`src/ufc_pkg.sv`:
```
// Shared types and codes for the UART flow-control front end.
// No dependencies; every other file refers to this package by scoped names.
package ufc_pkg;

    // Field widths fixed by the interface
    localparam int unsigned ACT_W  = 3;
    localparam int unsigned BYTE_W = 8;
    localparam int unsigned STS_W  = 3;
    localparam int unsigned MARK_W = 6;
    localparam int unsigned FILL_W = 6;
    localparam int unsigned CIDX_W = 1;

    // Action codes of an input word
    localparam logic [ACT_W-1:0] ACT_RX_BYTE    = 3'd0;
    localparam logic [ACT_W-1:0] ACT_TAKE_RX    = 3'd1;
    localparam logic [ACT_W-1:0] ACT_SEND_REQ   = 3'd2;
    localparam logic [ACT_W-1:0] ACT_RESET_DONE = 3'd3;
    localparam logic [ACT_W-1:0] ACT_RTS_FELL   = 3'd4;
    localparam logic [ACT_W-1:0] ACT_TX_EMPTY   = 3'd5;

    // Sender states
    localparam logic [2:0] SND_IDLE       = 3'd0;
    localparam logic [2:0] SND_SENT       = 3'd1;
    localparam logic [2:0] SND_HOLD_RESET = 3'd2;
    localparam logic [2:0] SND_HOLD_RTS   = 3'd3;
    localparam logic [2:0] SND_HOLD_BUSY  = 3'd4;

    // Send attempt outcome
    localparam logic [STS_W-1:0] STS_OK         = 3'd0;
    localparam logic [STS_W-1:0] STS_HOLD_RESET = 3'd1;
    localparam logic [STS_W-1:0] STS_HOLD_RTS   = 3'd2;
    localparam logic [STS_W-1:0] STS_HOLD_BUSY  = 3'd3;
    localparam logic [STS_W-1:0] STS_REFUSED    = 3'd4;

    // Configuration register indexes and reset values
    localparam logic [CIDX_W-1:0] CFG_HIGH_FREE = 1'd0;
    localparam logic [CIDX_W-1:0] CFG_LOW_FILL  = 1'd1;
    localparam logic [MARK_W-1:0] HIGH_FREE_RST = 6'd5;
    localparam logic [MARK_W-1:0] LOW_FILL_RST  = 6'd16;

    // Result of one item, minus the byte read from the receive store
    typedef struct packed {
        logic              rx_take;
        logic              tx_valid;
        logic [BYTE_W-1:0] tx_data;
        logic              tx_done;
        logic [STS_W-1:0]  send_status;
        logic              cts;
        logic              reset_released;
        logic              overflow;
        logic [FILL_W-1:0] fill_level;
    } t_res;

endpackage

```
`src/uart_flow_control_front_end_top.sv`:
```
// UART RTS/CTS flow-control front end: receive FIFO with CTS hysteresis, one-byte sender.
// Top level; depends on ufc_pkg, ufc_ctrl and ufc_rx_mem.
//
// Each input word carries one action: push a received byte, take a byte from the receive
// FIFO, request a send, or report a link event (partner reset done, RTS fell, transmit
// register empty). Every accepted word yields exactly one result word with the byte taken
// (if any), the byte loaded into the transmitter (if any), the send outcome, and the CTS,
// partner-reset, overflow and fill levels after the action. The block takes one word per
// cycle while o_in_stall is low; a result passes through stage 1 and then the output
// register, because the receive store is a synchronous memory with a registered read that
// sits between the control update and the output register. Control state (pointers, count,
// CTS, sender state) is updated in the accept cycle, so back-to-back words never see stale
// state; a byte pushed in one cycle can be taken in the next. A push into a full FIFO is
// dropped and flagged as overflow; a send request while the sender is busy is refused and
// leaves it unchanged. Write the two marks only while no word is in flight.
module uart_flow_control_front_end_top #(
    parameter int unsigned FIFO_DEPTH = 32
) (
    input  logic                           i_clk,
    input  logic                           i_rst_n,
    // input word channel
    input  logic                           i_in_valid,
    output logic                           o_in_stall,
    input  logic [ufc_pkg::ACT_W-1:0]      i_action,
    input  logic [ufc_pkg::BYTE_W-1:0]     i_data_byte,
    input  logic                           i_rts_high,
    input  logic                           i_tx_reg_empty,
    // result word channel
    output logic                           o_out_valid,
    input  logic                           i_out_stall,
    output logic                           o_rx_valid,
    output logic [ufc_pkg::BYTE_W-1:0]     o_rx_data,
    output logic                           o_tx_valid,
    output logic [ufc_pkg::BYTE_W-1:0]     o_tx_data,
    output logic                           o_tx_done,
    output logic [ufc_pkg::STS_W-1:0]      o_send_status,
    output logic                           o_cts_out,
    output logic                           o_reset_released,
    output logic                           o_overflow,
    output logic [ufc_pkg::FILL_W-1:0]     o_fill_level,
    // configuration writes
    input  logic                           i_cfg_we,
    input  logic [ufc_pkg::CIDX_W-1:0]     i_cfg_idx,
    input  logic [ufc_pkg::MARK_W-1:0]     i_cfg_data
);

    localparam int unsigned PTR_W = $clog2(FIFO_DEPTH);

    logic                       acc;
    logic                       out_adv;
    logic                       mem_we;
    logic                       mem_re;
    logic [PTR_W-1:0]           mem_waddr;
    logic [PTR_W-1:0]           mem_raddr;
    logic [ufc_pkg::BYTE_W-1:0] mem_rdata;
    ufc_pkg::t_res              step_res;

    // stage 1: control result waiting for the memory read
    logic                       r_s1_vld;
    ufc_pkg::t_res              r_s1;
    // output register
    logic                       r_out_vld;
    ufc_pkg::t_res              r_out;
    logic [ufc_pkg::BYTE_W-1:0] r_out_rx_data;

    // output register frees up when empty or taken this cycle
    assign out_adv    = !r_out_vld || !i_out_stall;
    // hold input only when stage 1 is full and cannot drain
    assign o_in_stall = r_s1_vld && !out_adv;
    assign acc        = i_in_valid && !o_in_stall;

    ufc_ctrl #(
        .FIFO_DEPTH (FIFO_DEPTH)
    ) u_ctrl (
        .i_clk          (i_clk),
        .i_rst_n        (i_rst_n),
        .i_acc          (acc),
        .i_action       (i_action),
        .i_data_byte    (i_data_byte),
        .i_rts_high     (i_rts_high),
        .i_tx_reg_empty (i_tx_reg_empty),
        .i_cfg_we       (i_cfg_we),
        .i_cfg_idx      (i_cfg_idx),
        .i_cfg_data     (i_cfg_data),
        .o_mem_we       (mem_we),
        .o_mem_waddr    (mem_waddr),
        .o_mem_re       (mem_re),
        .o_mem_raddr    (mem_raddr),
        .o_res          (step_res)
    );

    ufc_rx_mem #(
        .FIFO_DEPTH (FIFO_DEPTH)
    ) u_rx_mem (
        .i_clk   (i_clk),
        .i_we    (mem_we),
        .i_waddr (mem_waddr),
        .i_wdata (i_data_byte),
        .i_re    (mem_re),
        .i_raddr (mem_raddr),
        .o_rdata (mem_rdata)
    );

    // advance stage 1 on accept, drop it once it moves out
    always_ff @(posedge i_clk) begin
        if (!i_rst_n) begin
            r_s1_vld <= 1'b0;
        end else if (acc) begin
            r_s1_vld <= 1'b1;
        end else if (out_adv) begin
            r_s1_vld <= 1'b0;
        end
    end

    always_ff @(posedge i_clk) begin
        if (acc) begin
            r_s1 <= step_res;
        end
    end

    always_ff @(posedge i_clk) begin
        if (!i_rst_n) begin
            r_out_vld <= 1'b0;
        end else if (out_adv) begin
            r_out_vld <= r_s1_vld;
        end
    end

    // merge the read byte in; zero when no byte was taken
    always_ff @(posedge i_clk) begin
        if (out_adv && r_s1_vld) begin
            r_out         <= r_s1;
            r_out_rx_data <= r_s1.rx_take ? mem_rdata : '0;
        end
    end

    assign o_out_valid      = r_out_vld;
    assign o_rx_valid       = r_out.rx_take;
    assign o_rx_data        = r_out_rx_data;
    assign o_tx_valid       = r_out.tx_valid;
    assign o_tx_data        = r_out.tx_data;
    assign o_tx_done        = r_out.tx_done;
    assign o_send_status    = r_out.send_status;
    assign o_cts_out        = r_out.cts;
    assign o_reset_released = r_out.reset_released;
    assign o_overflow       = r_out.overflow;
    assign o_fill_level     = r_out.fill_level;

    // an accepted word always lands in stage 1
    a_acc_fills_s1: assert property (@(posedge i_clk) disable iff (!i_rst_n)
        acc |=> r_s1_vld)
        else $error("accepted word lost before stage 1");

    // a byte can only be loaded once the partner reset is released
    a_tx_needs_reset: assert property (@(posedge i_clk) disable iff (!i_rst_n)
        (o_out_valid && o_tx_valid) |-> o_reset_released)
        else $error("byte sent while partner held in reset");

    // one action per word: a take never overflows nor loads the sender
    a_take_exclusive: assert property (@(posedge i_clk) disable iff (!i_rst_n)
        (o_out_valid && o_rx_valid) |-> (!o_overflow && !o_tx_valid && !o_tx_done))
        else $error("take word reports another action");

    // completion and a new load never share a word; a load reports a clean status
    a_tx_done_excl: assert property (@(posedge i_clk) disable iff (!i_rst_n)
        (o_out_valid && o_tx_valid) |-> (!o_tx_done && o_send_status == ufc_pkg::STS_OK))
        else $error("inconsistent send result");

endmodule

```
`src/ufc_rx_mem.sv`:
```
// Receive byte store: one write port, one registered read port.
// Depends on ufc_pkg for the byte width.
module ufc_rx_mem #(
    parameter int unsigned FIFO_DEPTH = 32
) (
    input  logic                             i_clk,
    input  logic                             i_we,
    input  logic [$clog2(FIFO_DEPTH)-1:0]    i_waddr,
    input  logic [ufc_pkg::BYTE_W-1:0]       i_wdata,
    input  logic                             i_re,
    input  logic [$clog2(FIFO_DEPTH)-1:0]    i_raddr,
    output logic [ufc_pkg::BYTE_W-1:0]       o_rdata
);

    logic [ufc_pkg::BYTE_W-1:0] r_mem [FIFO_DEPTH];
    logic [ufc_pkg::BYTE_W-1:0] r_rdata;

    always_ff @(posedge i_clk) begin
        if (i_we) begin
            r_mem[i_waddr] <= i_wdata;
        end
    end

    // hold the last read word until the next read
    always_ff @(posedge i_clk) begin
        if (i_re) begin
            r_rdata <= r_mem[i_raddr];
        end
    end

    assign o_rdata = r_rdata;

endmodule

```
`src/ufc_ctrl.sv`:
```
// Control state: FIFO pointers and count, CTS, partner reset flag, sender.
// Depends on ufc_pkg; drives the ports of ufc_rx_mem.
module ufc_ctrl #(
    parameter int unsigned FIFO_DEPTH = 32
) (
    input  logic                             i_clk,
    input  logic                             i_rst_n,
    input  logic                             i_acc,
    input  logic [ufc_pkg::ACT_W-1:0]        i_action,
    input  logic [ufc_pkg::BYTE_W-1:0]       i_data_byte,
    input  logic                             i_rts_high,
    input  logic                             i_tx_reg_empty,
    input  logic                             i_cfg_we,
    input  logic [ufc_pkg::CIDX_W-1:0]       i_cfg_idx,
    input  logic [ufc_pkg::MARK_W-1:0]       i_cfg_data,
    output logic                             o_mem_we,
    output logic [$clog2(FIFO_DEPTH)-1:0]    o_mem_waddr,
    output logic                             o_mem_re,
    output logic [$clog2(FIFO_DEPTH)-1:0]    o_mem_raddr,
    output ufc_pkg::t_res                    o_res
);

    localparam int unsigned PTR_W = $clog2(FIFO_DEPTH);
    localparam int unsigned CNT_W = $clog2(FIFO_DEPTH + 1);
    localparam int unsigned CMP_W = CNT_W + ufc_pkg::MARK_W;
    localparam logic [PTR_W-1:0] PTR_LAST = PTR_W'(FIFO_DEPTH - 1);
    localparam logic [CNT_W-1:0] CNT_FULL = CNT_W'(FIFO_DEPTH);
    localparam logic [CMP_W-1:0] CMP_FULL = CMP_W'(FIFO_DEPTH);

    logic [PTR_W-1:0]           r_wptr, n_wptr;
    logic [PTR_W-1:0]           r_rptr, n_rptr;
    logic [CNT_W-1:0]           r_count, n_count;
    logic                       r_cts, n_cts;
    logic                       r_rst_done, n_rst_done;
    logic [2:0]                 r_snd, n_snd;
    logic [ufc_pkg::BYTE_W-1:0] r_held, n_held;
    logic [ufc_pkg::MARK_W-1:0] r_high_free;
    logic [ufc_pkg::MARK_W-1:0] r_low_fill;

    logic                       push_ok;
    logic                       take_ok;
    logic                       try_en;
    logic [CMP_W-1:0]           cnt_ext;
    logic [CMP_W-1:0]           free_ext;

    always_comb begin
        n_wptr     = r_wptr;
        n_rptr     = r_rptr;
        n_count    = r_count;
        n_cts      = r_cts;
        n_rst_done = r_rst_done;
        n_snd      = r_snd;
        n_held     = r_held;
        push_ok    = 1'b0;
        take_ok    = 1'b0;
        try_en     = 1'b0;
        o_res      = '0;

        unique case (i_action)
            ufc_pkg::ACT_RX_BYTE: begin
                if (r_count != CNT_FULL) begin
                    push_ok = 1'b1;
                    n_wptr  = (r_wptr == PTR_LAST) ? '0 : r_wptr + 1'b1;
                    n_count = r_count + 1'b1;
                end else begin
                    o_res.overflow = 1'b1;
                end
            end
            ufc_pkg::ACT_TAKE_RX: begin
                if (r_count != '0) begin
                    take_ok       = 1'b1;
                    o_res.rx_take = 1'b1;
                    n_rptr        = (r_rptr == PTR_LAST) ? '0 : r_rptr + 1'b1;
                    n_count       = r_count - 1'b1;
                end
            end
            ufc_pkg::ACT_SEND_REQ: begin
                if (r_snd != ufc_pkg::SND_IDLE) begin
                    o_res.send_status = ufc_pkg::STS_REFUSED;
                end else begin
                    n_held = i_data_byte;
                    try_en = 1'b1;
                end
            end
            ufc_pkg::ACT_RESET_DONE: begin
                n_rst_done = 1'b1;
                try_en     = (r_snd == ufc_pkg::SND_HOLD_RESET);
            end
            ufc_pkg::ACT_RTS_FELL: begin
                try_en = (r_snd == ufc_pkg::SND_HOLD_RTS);
            end
            ufc_pkg::ACT_TX_EMPTY: begin
                if (r_snd == ufc_pkg::SND_SENT) begin
                    n_snd         = ufc_pkg::SND_IDLE;
                    o_res.tx_done = 1'b1;
                end else begin
                    try_en = (r_snd == ufc_pkg::SND_HOLD_BUSY);
                end
            end
            default: begin
            end
        endcase

        // send attempt: reset released, then RTS low, then register empty
        if (try_en) begin
            if (!n_rst_done) begin
                n_snd             = ufc_pkg::SND_HOLD_RESET;
                o_res.send_status = ufc_pkg::STS_HOLD_RESET;
            end else if (i_rts_high) begin
                n_snd             = ufc_pkg::SND_HOLD_RTS;
                o_res.send_status = ufc_pkg::STS_HOLD_RTS;
            end else if (!i_tx_reg_empty) begin
                n_snd             = ufc_pkg::SND_HOLD_BUSY;
                o_res.send_status = ufc_pkg::STS_HOLD_BUSY;
            end else begin
                n_snd          = ufc_pkg::SND_SENT;
                o_res.tx_valid = 1'b1;
                o_res.tx_data  = n_held;
            end
        end

        // CTS hysteresis on the updated fill level
        cnt_ext  = CMP_W'(n_count);
        free_ext = CMP_FULL - cnt_ext;
        if ((i_action == ufc_pkg::ACT_RX_BYTE) && !r_cts
                && (free_ext < CMP_W'(r_high_free))) begin
            n_cts = 1'b1;
        end
        if (take_ok && r_cts && (cnt_ext < CMP_W'(r_low_fill))) begin
            n_cts = 1'b0;
        end

        o_res.cts            = n_cts;
        o_res.reset_released = n_rst_done;
        o_res.fill_level     = cnt_ext[ufc_pkg::FILL_W-1:0];
    end

    assign o_mem_we    = i_acc && push_ok;
    assign o_mem_waddr = r_wptr;
    assign o_mem_re    = i_acc && take_ok;
    assign o_mem_raddr = r_rptr;

    always_ff @(posedge i_clk) begin
        if (!i_rst_n) begin
            r_wptr     <= '0;
            r_rptr     <= '0;
            r_count    <= '0;
            r_cts      <= 1'b0;
            r_rst_done <= 1'b0;
            r_snd      <= ufc_pkg::SND_IDLE;
            r_held     <= '0;
        end else if (i_acc) begin
            r_wptr     <= n_wptr;
            r_rptr     <= n_rptr;
            r_count    <= n_count;
            r_cts      <= n_cts;
            r_rst_done <= n_rst_done;
            r_snd      <= n_snd;
            r_held     <= n_held;
        end
    end

    always_ff @(posedge i_clk) begin
        if (!i_rst_n) begin
            r_high_free <= ufc_pkg::HIGH_FREE_RST;
            r_low_fill  <= ufc_pkg::LOW_FILL_RST;
        end else if (i_cfg_we) begin
            unique case (i_cfg_idx)
                ufc_pkg::CFG_HIGH_FREE: r_high_free <= i_cfg_data;
                ufc_pkg::CFG_LOW_FILL:  r_low_fill  <= i_cfg_data;
                default: begin
                end
            endcase
        end
    end

endmodule
```
`config.mk`:
```
export PLATFORM = sky130hd
export DESIGN_NAME = uart_flow_control_front_end_top
export DESIGN_NICKNAME = d
export VERILOG_FILES = /design/src/ufc_pkg.sv /design/src/uart_flow_control_front_end_top.sv /design/src/ufc_rx_mem.sv /design/src/ufc_ctrl.sv
export SDC_FILE = /design/constraint.sdc
export NUM_CORES = 1
export LEC_CHECK = 0
export BUFFER_PORTS_ARGS = -buffer_cell sky130_fd_sc_hd__buf_2
export CAP_MARGIN = 10
export CORE_ASPECT_RATIO = 0.75
export CORE_MARGIN = 8
export CORE_UTILIZATION = 55
export DETAILED_ROUTE_END_ITERATION = 10
export GPL_TIMING_DRIVEN = 0
export HOLD_SLACK_MARGIN = 0.03
export MAX_ROUTING_LAYER = met4
export PLACE_DENSITY = 0.71
export SKIP_CTS_REPAIR_TIMING = 1
export SYNTH_ARGS = -nofsm -noshare
export SYNTH_HDL_FRONTEND = slang
export SYNTH_HIERARCHICAL = 1
export SYNTH_SLANG_ARGS = --single-unit
```
`constraint.sdc`:
```
create_clock -name i_clk -period 3.8 [get_ports i_clk]
set_input_delay 0.38 -clock i_clk [delete_from_list [all_inputs] [get_ports i_clk]]
set_output_delay 0.38 -clock i_clk [all_outputs]
set_load 0.02 [all_outputs]
```
==> results.cfg <==
[worst_hold_path]
min_path_type = primary input to flop

[floorplanning]
coreArea_um2 = 26700
std_cell_rows = 52
start_util_pct = 55.3
dieWidth_um = 205
io_pins = 58
die_y_um = 158
dieArea_um2 = 32300

[detailed_routing]
postRouteAntennaNets = 0
drt-pass1-iter-count = 5
drt-initial-drc-count = 820
vias = 7952
post_drt_wl_per_cell_um = 24.3
viasPerCell = 6.09
finalWirelength_um = 31700
drc = 0

[power]
power.density_nw_per_um2 = 489
p_leak_uw = 0.00558
vdd_drop_max_v = 0.000419

[logic_synthesis]
netlist.area_leader.share_pct = 64.8
synth_common_cells = 318 x edfxtp_1, 80 x mux4_2, 72 x nor2_1
synth_cell_types = 70
async_flop_share_pct = 0
syn_area_per_cell_um2 = 17.7
ys.flop_type = edfxtp_1
synth_most_common_cell = edfxtp_1
synth_edf_count = 318
seq_area_frac_synth_pct = 70.6
syn_inst = 834
netlist_top_cells_area = edfxtp_1 65%, mux4_2 12%, dfxtp_1 5.8%, nor2_1 1.8%, ha_1 1.6%
synth_area_leader_cell = edfxtp_1
ys_warn_count = 6
syn-cell-area_um2 = 14700
synth_fp_nets = 878
ys_ff_latch = 361

[global_routing]
grt_pass1_vias = 7701
grt_max_degree = 35
antenna_found_initial = 2
grt_pass1_wl_um = 48200
grt_usage_pct = 20.7
grt_overflow_total = 0

[layout]
post-route-util_pct = 62.7
drive_above_1_share_pct = 26.7
finalNonFillerCells = 1306
nets = 972
syn2layout_area_growth_pct = 13.5

[setup_path]
crit_type = flop to flop
path_max_fanout = 8
critPathCaptureType = flop
worstSetupStartpointType = flop
cp_data_arrival_time_ps = 3960
worstPathRequired_ps = 4090

[cts]
numClockSinks = 361
cts_root_buf = clkbuf_16
htreeDepth = 2
clock_latency_ps = 520
clkTransAtPathRegs_ps = 60
cts_inserted_buffers = 35
cts_tree = done
ctsLongestPathBuffers = 3

[placement]
gp_congestion = 0.911
port_buffers = 54
dp_hpwl_um = 21200
dp.cells = 1241

[timing]
worstMarginPinSlew_ps = 1160
drv_slew = 0
min_period_ps = 3680
fmax_mhz = 272
period_share_pct = 96.7
setup_viol = 0
tns_ps = 0
hold_viol = 0
whs_ps = 99.2
rsz0062_at_grt = yes
fin_worst_skew_ps = 20.0
relSlewSlack_pct = 22.1

[status]
outcome = completed

[job]
maxCapViolCount = 0
-- layout make-up --
type	instances	area, µm²
clock inverters	13	141
fillers	1898	9950
diodes	1	2.50
inverters	27	101
well taps	351	439
plain buffers	41	225
multi-input cells	405	4090
repair buffers	57	325
flip-flops and latches	361	10400
clock buffers	50	993
-- flip-flops by register name (all words and copies together) (netlist names), 3 cells and up --
signal	count
o_send_status	3
u_ctrl/r_high_free	6
u_rx_mem/r_mem	256
u_ctrl/r_held	8
u_ctrl/r_snd	3
r_s1	23
o_rx_data	8
u_ctrl/o_mem_waddr	5
u_rx_mem/o_rdata	8
o_tx_data	8
u_ctrl/r_low_fill	6
u_ctrl/o_mem_raddr	5
u_ctrl/r_count	6
o_fill_level	6
-- stage by stage --
stage	total power [µW]	cell area (µm²)	setup WS (ps)
floorplan	4690	14700	45.5
global placement	4830	15400	-1240
detailed placement	4850	15500	-184
CTS	8250	16600	-25.2
global route	8440	16700	-47.0
finish	8180	16700	124
-- cell usage in the layout (no fill, tap or decap), drive strengths merged, types with 3 or more instances in the layout --
cell type and instances:
or3b 5, and3 5, inv 29, mux2i 23, o21a 5, ha 19, and2 10, nand3 20
clkinv 9, or4b 3, mux2 8, or3 4, nand2 34, nor3 10, edfxtp 318, dfxtp 43
xnor2 5, mux4 80, a21oi 26, nor2 73, o21ai 10, buf 83, a31oi 4, a211oi 10
nand3b 6, o32a 3, or4 4, xor2 3, nor2b 3, clkbuf 65
-- worst max-delay path, cell delays in order, from the launching register on --
cell and delay [ps]:
dfxtp_1 390, inv_2 130, ha_1 190, or4b_4 490, o311ai_1 270, a31oi_1 180
a21oi_4 250, ha_2 270, nand2_1 80, xnor2_1 150, ha_1 280, o21a_1 110
o21ai_1 70, a221oi_2 360, nor3_1 90, buf_4 140
-- worst paths after layout --
check	startpoint	endpoint	slack, ps	cells after the start
worst max register to register	u_ctrl/r_count[0]	r_s1[8]	120	15
worst min register to register	r_s1[12]	o_tx_done	410	0
worst min-delay path	i_cfg_data[0]	u_ctrl/r_high_free[0]	100	3
worst max-delay path	u_ctrl/r_count[0]	r_s1[8]	120	15
-- power by group --
group | switching [µW] | internal, µW | total [µW]
logic | 249 | 145 | 395
registers | 20.8 | 4360 | 4380
clock network | 1430 | 1980 | 3410
-- layer usage --
metal	GRT usage, %	part of all wire (%)
met1	30.7	45
met2	28.8	44
met3	5.03	10
met4	4.82	1.6
met5	-	0
-- logic make-up (layout without fill, tap and decap cells) --
kind of cell	count (synthesis)	in the layout	share of synthesized area, %
DFF	361	361	70.6
and+or+nand+nor	191	191	6.70
muxes	111	111	14.4
AOI/OAI and AO/OA	76	76	3.99
buffers and inverters	68	188	2.21
adders and majority gates	19	19	1.61
xor gates and xnor gates	8	8	0.475
other	0	1	0
Note: power is estimated with default switching activity, not from simulation.
